<file path="src/sv/pplt_pkg.sv">
package pplt_pkg;

    localparam int ENTRIES   = 64;
    localparam int PID_BITS  = 16;
    localparam int PAGE_BITS = 20;

    localparam int IDX_W  = (ENTRIES > 1) ? $clog2(ENTRIES) : 1;
    localparam int CNT_W  = $clog2(ENTRIES + 1);
    localparam int SLOT_W = 6;
    localparam int CALL_W = 10;
    localparam int POL_W  = 2;

    localparam logic [1:0] REQ_CREATE  = 2'd0;
    localparam logic [1:0] REQ_SYSCALL = 2'd1;
    localparam logic [1:0] REQ_MEMORY  = 2'd2;
    localparam logic [1:0] REQ_DESTROY = 2'd3;

    localparam logic [1:0] STATUS_OK     = 2'd0;
    localparam logic [1:0] STATUS_DENIED = 2'd1;
    localparam logic [1:0] STATUS_FULL   = 2'd2;

    localparam logic [CALL_W-1:0] NET_LO  = CALL_W'(100);
    localparam logic [CALL_W-1:0] NET_HI  = CALL_W'(120);
    localparam logic [CALL_W-1:0] DISK_LO = CALL_W'(50);
    localparam logic [CALL_W-1:0] DISK_HI = CALL_W'(80);

    localparam int POL_NO_NET  = 0;
    localparam int POL_NO_DISK = 1;

    typedef struct packed {
        logic [1:0]           req_type;
        logic [PID_BITS-1:0]  process_id;
        logic [3:0]           policy_bits;
        logic [PAGE_BITS-1:0] page_limit;
        logic [CALL_W-1:0]    call_number;
    } req_t;

    typedef struct packed {
        logic [1:0]        status;
        logic [SLOT_W-1:0] slot_index;
    } rsp_t;

    typedef struct packed {
        logic [PID_BITS-1:0]  process_id;
        logic [POL_W-1:0]     policy;
        logic [PAGE_BITS-1:0] limit;
        logic [PAGE_BITS-1:0] used;
    } entry_t;

    typedef enum logic [1:0] {
        ST_IDLE,
        ST_SCAN,
        ST_RESP
    } state_t;

endpackage

</file>
<file path="src/sv/process_policy_limit_table_unit.sv">
// process policy limit table
// requests arrive on req / req_valid / req_stall, one result per request leaves on
// rsp / rsp_valid / rsp_stall. a transfer happens when valid is high and stall is low.
// create writes the next free slot and answers with its index, or with the full status
// once every slot has been handed out; slots are never reused.
// syscall check, memory check and destroy walk the used slots of the record memory one
// slot per cycle through its single registered read port, writing back into the slot
// just read where the request modifies it.
// a create, or any request against an empty table, goes straight to the result state;
// the other kinds first scan the used slots (a memory check stops at its first
// matching record).
// the block takes one request at a time: req_stall is high once a request has been
// accepted until the result has been moved into the output register.
// a result waiting in the output register does not block the next request; only the
// hand-off of the following result waits while rsp_stall is high, and rsp holds.
// reset clears the slot count and the control state; the record memory is not cleared,
// since only data from slots below the count is ever used.
module process_policy_limit_table_unit (
    input  logic           clk,
    input  logic           rst_n,
    input  logic           req_valid,
    output logic           req_stall,
    input  pplt_pkg::req_t req,
    output logic           rsp_valid,
    input  logic           rsp_stall,
    output pplt_pkg::rsp_t rsp
);
    import pplt_pkg::*;

    entry_t mem [ENTRIES];

    state_t            state_reg, state_next;
    req_t              req_reg, req_next;
    logic [CNT_W-1:0]  used_reg, used_next;
    logic [IDX_W-1:0]  idx_reg, idx_next;
    logic              deny_reg, deny_next;
    logic [1:0]        status_reg, status_next;
    logic [SLOT_W-1:0] slot_reg, slot_next;
    rsp_t              rsp_reg, rsp_next;
    logic              rsp_valid_reg, rsp_valid_next;

    entry_t            rdata_reg;
    logic [IDX_W-1:0]  rd_addr;
    logic              mem_we;
    logic [IDX_W-1:0]  wr_addr;
    entry_t            wr_data;

    logic req_fire;
    logic rsp_free;
    logic hit;
    logic last;
    logic call_net;
    logic call_disk;
    logic sys_deny;
    logic scan_done;

    assign req_fire  = req_valid && !req_stall;
    assign req_stall = (state_reg != ST_IDLE);
    assign rsp_free  = !rsp_valid_reg || !rsp_stall;
    assign rsp_valid = rsp_valid_reg;
    assign rsp       = rsp_reg;

    assign hit       = (rdata_reg.process_id == req_reg.process_id);
    assign last      = ((CNT_W'(idx_reg) + CNT_W'(1)) == used_reg);
    assign call_net  = (req_reg.call_number >= NET_LO) && (req_reg.call_number <= NET_HI);
    assign call_disk = (req_reg.call_number >= DISK_LO) && (req_reg.call_number <= DISK_HI);
    assign sys_deny  = hit && ((rdata_reg.policy[POL_NO_NET] && call_net)
                            || (rdata_reg.policy[POL_NO_DISK] && call_disk));
    assign scan_done = last || ((req_reg.req_type == REQ_MEMORY) && hit);

    // next state
    always_comb
    begin
        state_next = state_reg;
        case (state_reg)
            ST_IDLE:
            begin
                if (req_fire)
                begin
                    if (req.req_type == REQ_CREATE || used_reg == '0)
                        state_next = ST_RESP;
                    else
                        state_next = ST_SCAN;
                end
            end
            ST_SCAN:
            begin
                if (scan_done)
                    state_next = ST_RESP;
            end
            ST_RESP:
            begin
                if (rsp_free)
                    state_next = ST_IDLE;
            end
            default:
            begin
                state_next = ST_IDLE;
            end
        endcase
    end

    // datapath and outputs
    always_comb
    begin
        req_next       = req_reg;
        used_next      = used_reg;
        idx_next       = idx_reg;
        deny_next      = deny_reg;
        status_next    = status_reg;
        slot_next      = slot_reg;
        rsp_next       = rsp_reg;
        rsp_valid_next = rsp_valid_reg && rsp_stall;
        rd_addr        = idx_reg + IDX_W'(1);
        mem_we         = 1'b0;
        wr_addr        = idx_reg;
        wr_data        = rdata_reg;

        case (state_reg)
            ST_IDLE:
            begin
                rd_addr = '0;
                if (req_fire)
                begin
                    req_next    = req;
                    idx_next    = '0;
                    deny_next   = 1'b0;
                    status_next = STATUS_OK;
                    slot_next   = '0;
                    if (req.req_type == REQ_CREATE)
                    begin
                        if (used_reg == CNT_W'(ENTRIES))
                        begin
                            status_next = STATUS_FULL;
                        end
                        else
                        begin
                            mem_we             = 1'b1;
                            wr_addr            = IDX_W'(used_reg);
                            wr_data.process_id = req.process_id;
                            wr_data.policy     = req.policy_bits[POL_W-1:0];
                            wr_data.limit      = req.page_limit;
                            wr_data.used       = '0;
                            used_next          = used_reg + CNT_W'(1);
                            slot_next          = SLOT_W'(used_reg);
                        end
                    end
                end
            end
            ST_SCAN:
            begin
                case (req_reg.req_type)
                    REQ_SYSCALL:
                    begin
                        deny_next   = deny_reg || sys_deny;
                        status_next = (deny_reg || sys_deny) ? STATUS_DENIED : STATUS_OK;
                    end
                    REQ_MEMORY:
                    begin
                        if (hit)
                        begin
                            if (rdata_reg.used >= rdata_reg.limit)
                            begin
                                status_next = STATUS_DENIED;
                            end
                            else
                            begin
                                mem_we       = 1'b1;
                                wr_data.used = rdata_reg.used + PAGE_BITS'(1);
                            end
                        end
                    end
                    REQ_DESTROY:
                    begin
                        if (hit)
                        begin
                            // limit and count stay in force
                            mem_we             = 1'b1;
                            wr_data.process_id = '0;
                            wr_data.policy     = '0;
                        end
                    end
                    default:
                    begin
                        status_next = STATUS_OK;
                    end
                endcase
                if (!scan_done)
                    idx_next = idx_reg + IDX_W'(1);
            end
            ST_RESP:
            begin
                if (rsp_free)
                begin
                    rsp_next.status     = status_reg;
                    rsp_next.slot_index = slot_reg;
                    rsp_valid_next      = 1'b1;
                end
            end
            default:
            begin
                rd_addr = '0;
            end
        endcase
    end

    always_ff @(posedge clk or negedge rst_n)
    begin
        if (!rst_n)
        begin
            state_reg     <= ST_IDLE;
            used_reg      <= '0;
            rsp_valid_reg <= 1'b0;
        end
        else
        begin
            state_reg     <= state_next;
            used_reg      <= used_next;
            rsp_valid_reg <= rsp_valid_next;
        end
    end

    always_ff @(posedge clk)
    begin
        req_reg    <= req_next;
        idx_reg    <= idx_next;
        deny_reg   <= deny_next;
        status_reg <= status_next;
        slot_reg   <= slot_next;
        rsp_reg    <= rsp_next;
    end

    // record memory: one write port, one registered read port
    always_ff @(posedge clk)
    begin
        if (mem_we)
            mem[wr_addr] <= wr_data;
        rdata_reg <= mem[rd_addr];
    end

    a_fire_leaves_idle: assert property (@(posedge clk) disable iff (!rst_n)
        req_fire |=> (state_reg != ST_IDLE))
        else $error("accepted request did not start");

    a_count_bound: assert property (@(posedge clk) disable iff (!rst_n)
        used_reg <= CNT_W'(ENTRIES))
        else $error("slot count beyond table size");

    a_scan_in_range: assert property (@(posedge clk) disable iff (!rst_n)
        (state_reg == ST_SCAN) |-> (CNT_W'(idx_reg) < used_reg))
        else $error("scan past the used slots");

    a_write_source: assert property (@(posedge clk) disable iff (!rst_n)
        mem_we |-> ((state_reg == ST_SCAN)
                 || (req_fire && req.req_type == REQ_CREATE)))
        else $error("unexpected memory write");

    a_result_waits: assert property (@(posedge clk) disable iff (!rst_n)
        (state_reg == ST_RESP && rsp_valid_reg && rsp_stall) |=> (state_reg == ST_RESP))
        else $error("result overwrote a pending transfer");

endmodule
</file>
<file path="config.mk">
export PLATFORM = sky130hd
export DESIGN_NAME = process_policy_limit_table_unit
export DESIGN_NICKNAME = d
export VERILOG_FILES = /design/src/sv/pplt_pkg.sv /design/src/sv/process_policy_limit_table_unit.sv
export SDC_FILE = /design/constraint.sdc
export NUM_CORES = 2
export LEC_CHECK = 0
export BUFFER_PORTS_ARGS = -buffer_cell sky130_fd_sc_hd__buf_2
export CAP_MARGIN = 20
export CORE_MARGIN = 2
export CORE_UTILIZATION = 55
export DETAILED_ROUTE_END_ITERATION = 12
export PLACE_DENSITY = 0.71
export SLEW_MARGIN = 0
export SYNTH_ARGS = -nofsm -noshare
export SYNTH_HDL_FRONTEND = slang
export SYNTH_SLANG_ARGS = --single-unit
</file>
<file path="constraint.sdc">
create_clock -name clk -period 17.7 [get_ports clk]
set_clock_uncertainty 0.15 [all_clocks]
set_input_delay 1.77 -clock clk [delete_from_list [all_inputs] [get_ports clk]]
set_output_delay 1.77 -clock clk [all_outputs]
set_load 0.02 [all_outputs]
</file>
# [Word-level counts from Yosys, hierarchy flattened]
# Memory sizes are Yosys's and may differ from the RTL's. A register that Yosys moved wholly into a read port is not among the register bits.
# Index checks and enable logic that the tools add are counted.
[op_classes] add_sub_neg=4 order_cmp=5 n_eq_ne=16 mux=47 bitwise_logic=2 n_reduce_logical=30
[op_table] cell="$mux 58" n=3
[op_table] cell="$mux 20" n=4
[op_table] cell="$mux 6" n=7
[op_table] cell="$pmux 20 s2" n=1
[op_table] cell="$mux 18" n=2
[op_table] cell="$pmux 18 s2" n=1
[op_table] cell="$add 20x1->20 const B" n=1
[op_table] cell="$ge 20x20->1" n=1
[op_table] cell="$le 10x7->1 const B" n=2
[op_table] cell="$mux 2" n=9
[op_table] cell="$eq 16x16->1" n=1
[op_table] cell="$mux 1" n=13
[op_table] cell="$pmux 2 s3" n=2
[op_table] cell="$pmux 6 s2" n=1
[op_table] cell="$ge 10x6->1 const B" n=1
[op_table] cell="$ge 10x7->1 const B" n=1
[op_table] cell="$ne 2x2->1 const B" n=5
[op_table] cell="$reduce_and 3->1" n=3
[op_table] cell="$logic_and 1x1->1" n=8
[op_table] cell="$add 6x1->7 const B" n=1
[op_table] cell="$add 7x1->7 const B" n=1
[op_table] cell="$eq 7x7->1" n=1
[op_table] cell="$eq 7x7->1 const B" n=1
[op_table] cell="$logic_not 7->1" n=1
[op_table] cell="other kinds (16)" n=33
[totals] ff_bits=61 ramBits=3712 output_inout_bits=10 memories=1
[memory_table] memory="mem" depth=64 width=58 read_ports=1 rd_ports_with_merged_regs=1 write_ports=1 line_no="process_policy_limit_table_unit.sv:30" text="entry_t mem [ENTRIES];"

# [Logic depth before layout (Yosys ltp)]
[logic_depth] word_depth=9 mapped_depth=13 mapped_depth_nobuf=9

# [Worst setup path after synthesis]
# Ideal clock, no wire load.
[synth_path] kind="in2reg" from="in req_valid" to="mem mem[38][0] (netlist name) (enable)" arrival_time_ns=9.586 setup_slack_ns=7.347 stages=8 n_path_buf=2 cell_sequence="and2_1 clkbuf_1 o311ai_4 a21oi_2 nand2_1 or2_0 buf_2 nor4_1"
[synth_via] elab_chain_cells=5 word_cells_on_any_way=7
[synth_rtl] item="start, declared" line_no="process_policy_limit_table_unit.sv:21" text="input logic req_valid,"
[synth_rtl] item="$logic_and 1x1->1 *" line_no="process_policy_limit_table_unit.sv:57" text="assign req_fire = req_valid && !req_stall;"
[synth_rtl] item="$mux 1" line_no="process_policy_limit_table_unit.sv:123" text="if (req_fire)"
[synth_rtl] item="$pmux 1 s2" line_no="process_policy_limit_table_unit.sv:119" text="case (state_reg)"
[synth_rtl] item="$mux 1" line_no="process_policy_limit_table_unit.sv:236" text="if (mem_we)"
[synth_rtl] item="$mux 1 (not written as such)" line_no="process_policy_limit_table_unit.sv:237" text="mem[wr_addr] <= wr_data;"
[synth_rtl] item="end, declared" line_no="process_policy_limit_table_unit.sv:30"
# Mark *: on every way between the ends. The rest lies on a longest branch, timed or not.

# [Worst setup path after layout]
[layout_path] from="in req_valid" to="mem mem[32][54] (netlist name) (enable)"
# Same word-level chain as after synthesis.

==> reports/summary.log <==
[final_layout] fraction of final layout cells with drive strength greater than 1 0.166
[sta] aggregate negative setup slack 0 ps
[synthesis] yosys synthesis warning count 0
[clock_tree] root cell of the clock tree sky130_fd_sc_hd__clkbuf_16
[clock_tree] number of clock buffers inserted by TritonCTS 368
[sta] final critical delay including setup and external delays 7310 ps
[synthesis] ys flop type sky130_fd_sc_hd__edfxtp_1
[worst_setup_path] cell class contributing the biggest share of worst-path delay simple AND/OR/NAND/NOR gates
[synthesis] post-synthesis cell type count 83
[drt] via count of the routed design 86365
[grt] initial antenna violation count 12
[floorplanning] starting utilization of the core area 0.554
[synthesis] top-area cell type share of the netlist area 0.768
[place] post-detail-place hpwl 220 mm
[synthesis] post-synthesis sequential element count 3831
[synthesis] Syn Std Cell Area 147000 um2
[synthesis] cell count after synthesis 8315
[place] GPL Wtd Cong 0.851
[worst_setup_path] arrival time at the worst endpoint 7660 ps
[final_layout] area of all sequential standard cells 114000 um2
[drt] residual antenna-violating net count after detailed routing 0
[drt] Detailed Routing Iterations Pass 1 7
[synthesis] ys async rst share 0.00261
[synthesis] fraction of the yosys area taken by sequential cells 0.777
[worst_setup_path] instance count on the critical path 10
[worst_setup_path] Critical Path Start Type input pin
[place] cell area after placement 153000 um2
[power] switching fraction of total power 0.377
[final_layout] Final Net Count 8552
[power] internal power consumption 20.0 mW
[grt] aggregate global-route resource usage 0.313
[power] sequential share of power 0.379
[worst_setup_path] Most common cell on crit path sky130_fd_sc_hd__buf_4
[power] Pwr Total 32.1 mW
[worst_setup_path] required time of the critical path 18050 ps
[floorplanning] number of ports placed on the die boundary 66
[clock_tree] clock net sink count 3831
[final_layout] synthesis-to-finish area growth 12.0%
[run] max-cap check violation count 0
[synthesis] count of flip-flops with a built-in enable after synthesis 3763
[sta] Slew Limit Fails 0
[worst_setup_path] internal reg-to-reg setup slack 10680 ps
[floorplanning] cell row count 189
[worst_setup_path] crit path max fanout 49
[sta] crit share post-route 0.413
[clock_tree] Post-CTS Setup Repair Bufs 0
[worst_setup_path] crit path from req_valid
[drt] first-iteration detailed-routing DRC count 14655
[clock_tree] clock latency on the worst-skew pair 930 ps
[power] Sw Pwr 12.1 mW
[clock_tree] CTS max path bufs 4
[drt] Residual DRC 0
[sta] Achievable Freq 0.137 GHz
[sta] total of endpoints with negative setup slack in the final report 0
[hold_path] hold crit path type reg2reg
[worst_setup_path] launch point of the worst reg-to-reg path state_reg[0]
[floorplanning] Die Width 521 um
[place] # port buffers 63
[floorplanning] standard cell core area 266000 um2
[worst_setup_path] Slowest Stage Delay on Critical Path 960 ps
[worst_setup_path] WP buf/inv 5
[worst_setup_path] startpoint-to-endpoint class of the critical path in2reg
[synthesis] synthesized netlist net count 8401
[synthesis] Mean Syn Cell Area 17.7 um2
[sta] setup repair after global routing missed its margin no
[power] cell area power density 194 nW/um2
[final_layout] fill cell count 18256
[worst_setup_path] cells traversed along the worst timing path buf_2 > and2_2 > o311a_4 > buf_4 > nor2_1 > or3_1 > nor3_4 > clkbuf_16 > buf_4 > buf_4
[clock_tree] TritonCTS clock tree done
[power] Peak VDD IR 0.264 mV
[drt] Avg Vias per Cell 7.02
[grt] global-route wire length before repair 606 mm
[worst_setup_path] type of element capturing the critical path flop
[grt] number of global-route vias before repair 83742
[floorplanning] Die Span Y 521 um
[clock_tree] number of hold buffers added after cts 0
[sta] headroom to the max-slew limit 0.152
[worst_setup_path] CP endpoint mem[32][54]
[worst_setup_path] endpoint of the worst register-to-register path mem[32][54]
[final_layout] max reg flops 3712
[clock_tree] post-CTS sizing 0
[final_layout] multi-input gate area in the final layout 31500 um2
[synthesis] cell type with the largest total area after synthesis sky130_fd_sc_hd__edfxtp_1
[worst_setup_path] worst reg2reg path depth 11
[floorplanning] die outline area 272000 um2
[synthesis] cell with the most instances after synthesis sky130_fd_sc_hd__edfxtp_1
[worst_setup_path] slowest stage cell on the critical path sky130_fd_sc_hd__o311a_4
[sta] Worst Max-Slew Pin Slew 1260 ps
[grt] largest net degree at the start of global routing 139
[synthesis] main area contributors after synthesis sky130_fd_sc_hd__edfxtp_1, sky130_fd_sc_hd__mux4_2, sky130_fd_sc_hd__mux2i_1
[sta] Hold Vio Cnt, Final 0
[outcome] run status complete, no violations
[grt] overflow left after global routing 0
[clock_tree] Clock H-tree levels 5
[power] P_leak 51.4 nW
[power] combinational group share of total power 0.382
[power] clock share of power 0.239
[final_layout] Finished Cell Area 165000 um2
[clock_tree] clock-pin transition on the worst setup and hold timing paths 60 ps
[drt] Wirelength per Cell 35.0 um
[drt] DRT Wirelength 430 mm
[synthesis] top cell types by occurrence after synthesis sky130_fd_sc_hd__edfxtp_1, sky130_fd_sc_hd__nand2_1, sky130_fd_sc_hd__clkbuf_1
-- power groups by stage --
stage | Combinational (mW) | Clock [mW] | Sequential (mW)
detailed placement | 11.9 | 0 | 12.3
global placement | 11.6 | 0 | 12.3
global route | 12.8 | 8.02 | 12.2
CTS | 11.9 | 7.69 | 12.2
finish | 12.3 | 7.65 | 12.2
floorplan | 7.44 | 0 | 12.5
-- how the worst min path moves through the flow --
| stage | start | to | slack, ps | cells after the start |
|---|---|---|---|---|
| 6_report | slot_reg[5] | rsp[5] | 270 | 0 |
| 5_1_grt | slot_reg[1] | rsp[1] | 280 | 0 |
| 3_3_place_gp | slot_reg[1] | rsp[1] | 260 | 0 |
| 2_1_floorplan | slot_reg[0] | rsp[0] | 250 | 0 |
| 3_5_place_dp | slot_reg[5] | rsp[5] | 260 | 0 |
| 4_1_cts | slot_reg[5] | rsp[5] | 270 | 0 |
-- cell type report --
cell class	instances	share of cell area
clock buffers	488	0.0608
diodes	7	0.000106
repair buffers	365	0.0170
flip-flops and latches	3831	0.694
clock inverters	176	0.00965
inverters	43	0.000979
multi-input cells	3857	0.191
well taps	3533	0.0268
-- cells in the final DEF (no fill, tap or decap), types with 56 or more instances in the layout --
master | synthesis | final
sky130_fd_sc_hd__a31oi_1 | 127 | 127
sky130_fd_sc_hd__o221ai_1 | 120 | 120
sky130_fd_sc_hd__o32ai_1 | 109 | 109
sky130_fd_sc_hd__mux4_2 | 348 | 348
sky130_fd_sc_hd__dfxtp_1 | 58 | 58
sky130_fd_sc_hd__o21ai_0 | 232 | 207
sky130_fd_sc_hd__nor3_1 | 393 | 358
sky130_fd_sc_hd__buf_2 | 137 | 64
sky130_fd_sc_hd__clkinv_2 | 0 | 56
sky130_fd_sc_hd__nand2_1 | 561 | 553
sky130_fd_sc_hd__nand3_1 | 75 | 70
sky130_fd_sc_hd__o211ai_1 | 69 | 69
sky130_fd_sc_hd__clkbuf_16 | 0 | 377
sky130_fd_sc_hd__buf_4 | 7 | 285
sky130_fd_sc_hd__o22ai_1 | 341 | 339
sky130_fd_sc_hd__clkinv_1 | 0 | 65
sky130_fd_sc_hd__a21o_1 | 59 | 59
sky130_fd_sc_hd__a211oi_1 | 238 | 238
sky130_fd_sc_hd__edfxtp_1 | 3763 | 3763
sky130_fd_sc_hd__nor2_1 | 101 | 100
sky130_fd_sc_hd__clkbuf_1 | 394 | 92
sky130_fd_sc_hd__a21oi_1 | 354 | 321
sky130_fd_sc_hd__a32oi_1 | 59 | 59
sky130_fd_sc_hd__mux2_2 | 60 | 59
sky130_fd_sc_hd__mux2i_1 | 283 | 282
sky130_fd_sc_hd__a22o_1 | 57 | 57
-- metal layers --
metal,track usage,part of all wire,vias up
met5,0,0.00011,-
met4,0.135,0.049,6
met3,0.0759,0.14,1253
met2,0.488,0.46,6767
met1,0.424,0.35,44008
li1,-,-,34331
-- through the flow --
| step | hold WS [ps] | util | setup slack (ps) | std cells |
|---|---|---|---|---|
| floorplan | 250 | - | 7350 | 8315 |
| global placement | 259 | 0.576 | 9330 | 11620 |
| detailed placement | 260 | 0.576 | 9200 | 11622 |
| CTS | 275 | 0.620 | 10140 | 12286 |
| global route | 284 | 0.620 | 10390 | 12296 |
| finish | 272 | 0.620 | 10390 | 12300 |
-- cells by family after synthesis --
logic type	after synthesis	share of synthesized area
mux	692	0.0772
fa+ha+maj	30	0.00255
compound gates	1869	0.0857
flops	3831	0.777
buf+inv	627	0.0175
xor+xnor	40	0.00252
simple gates	1226	0.0374
Power figures use the tool's default switching activity.
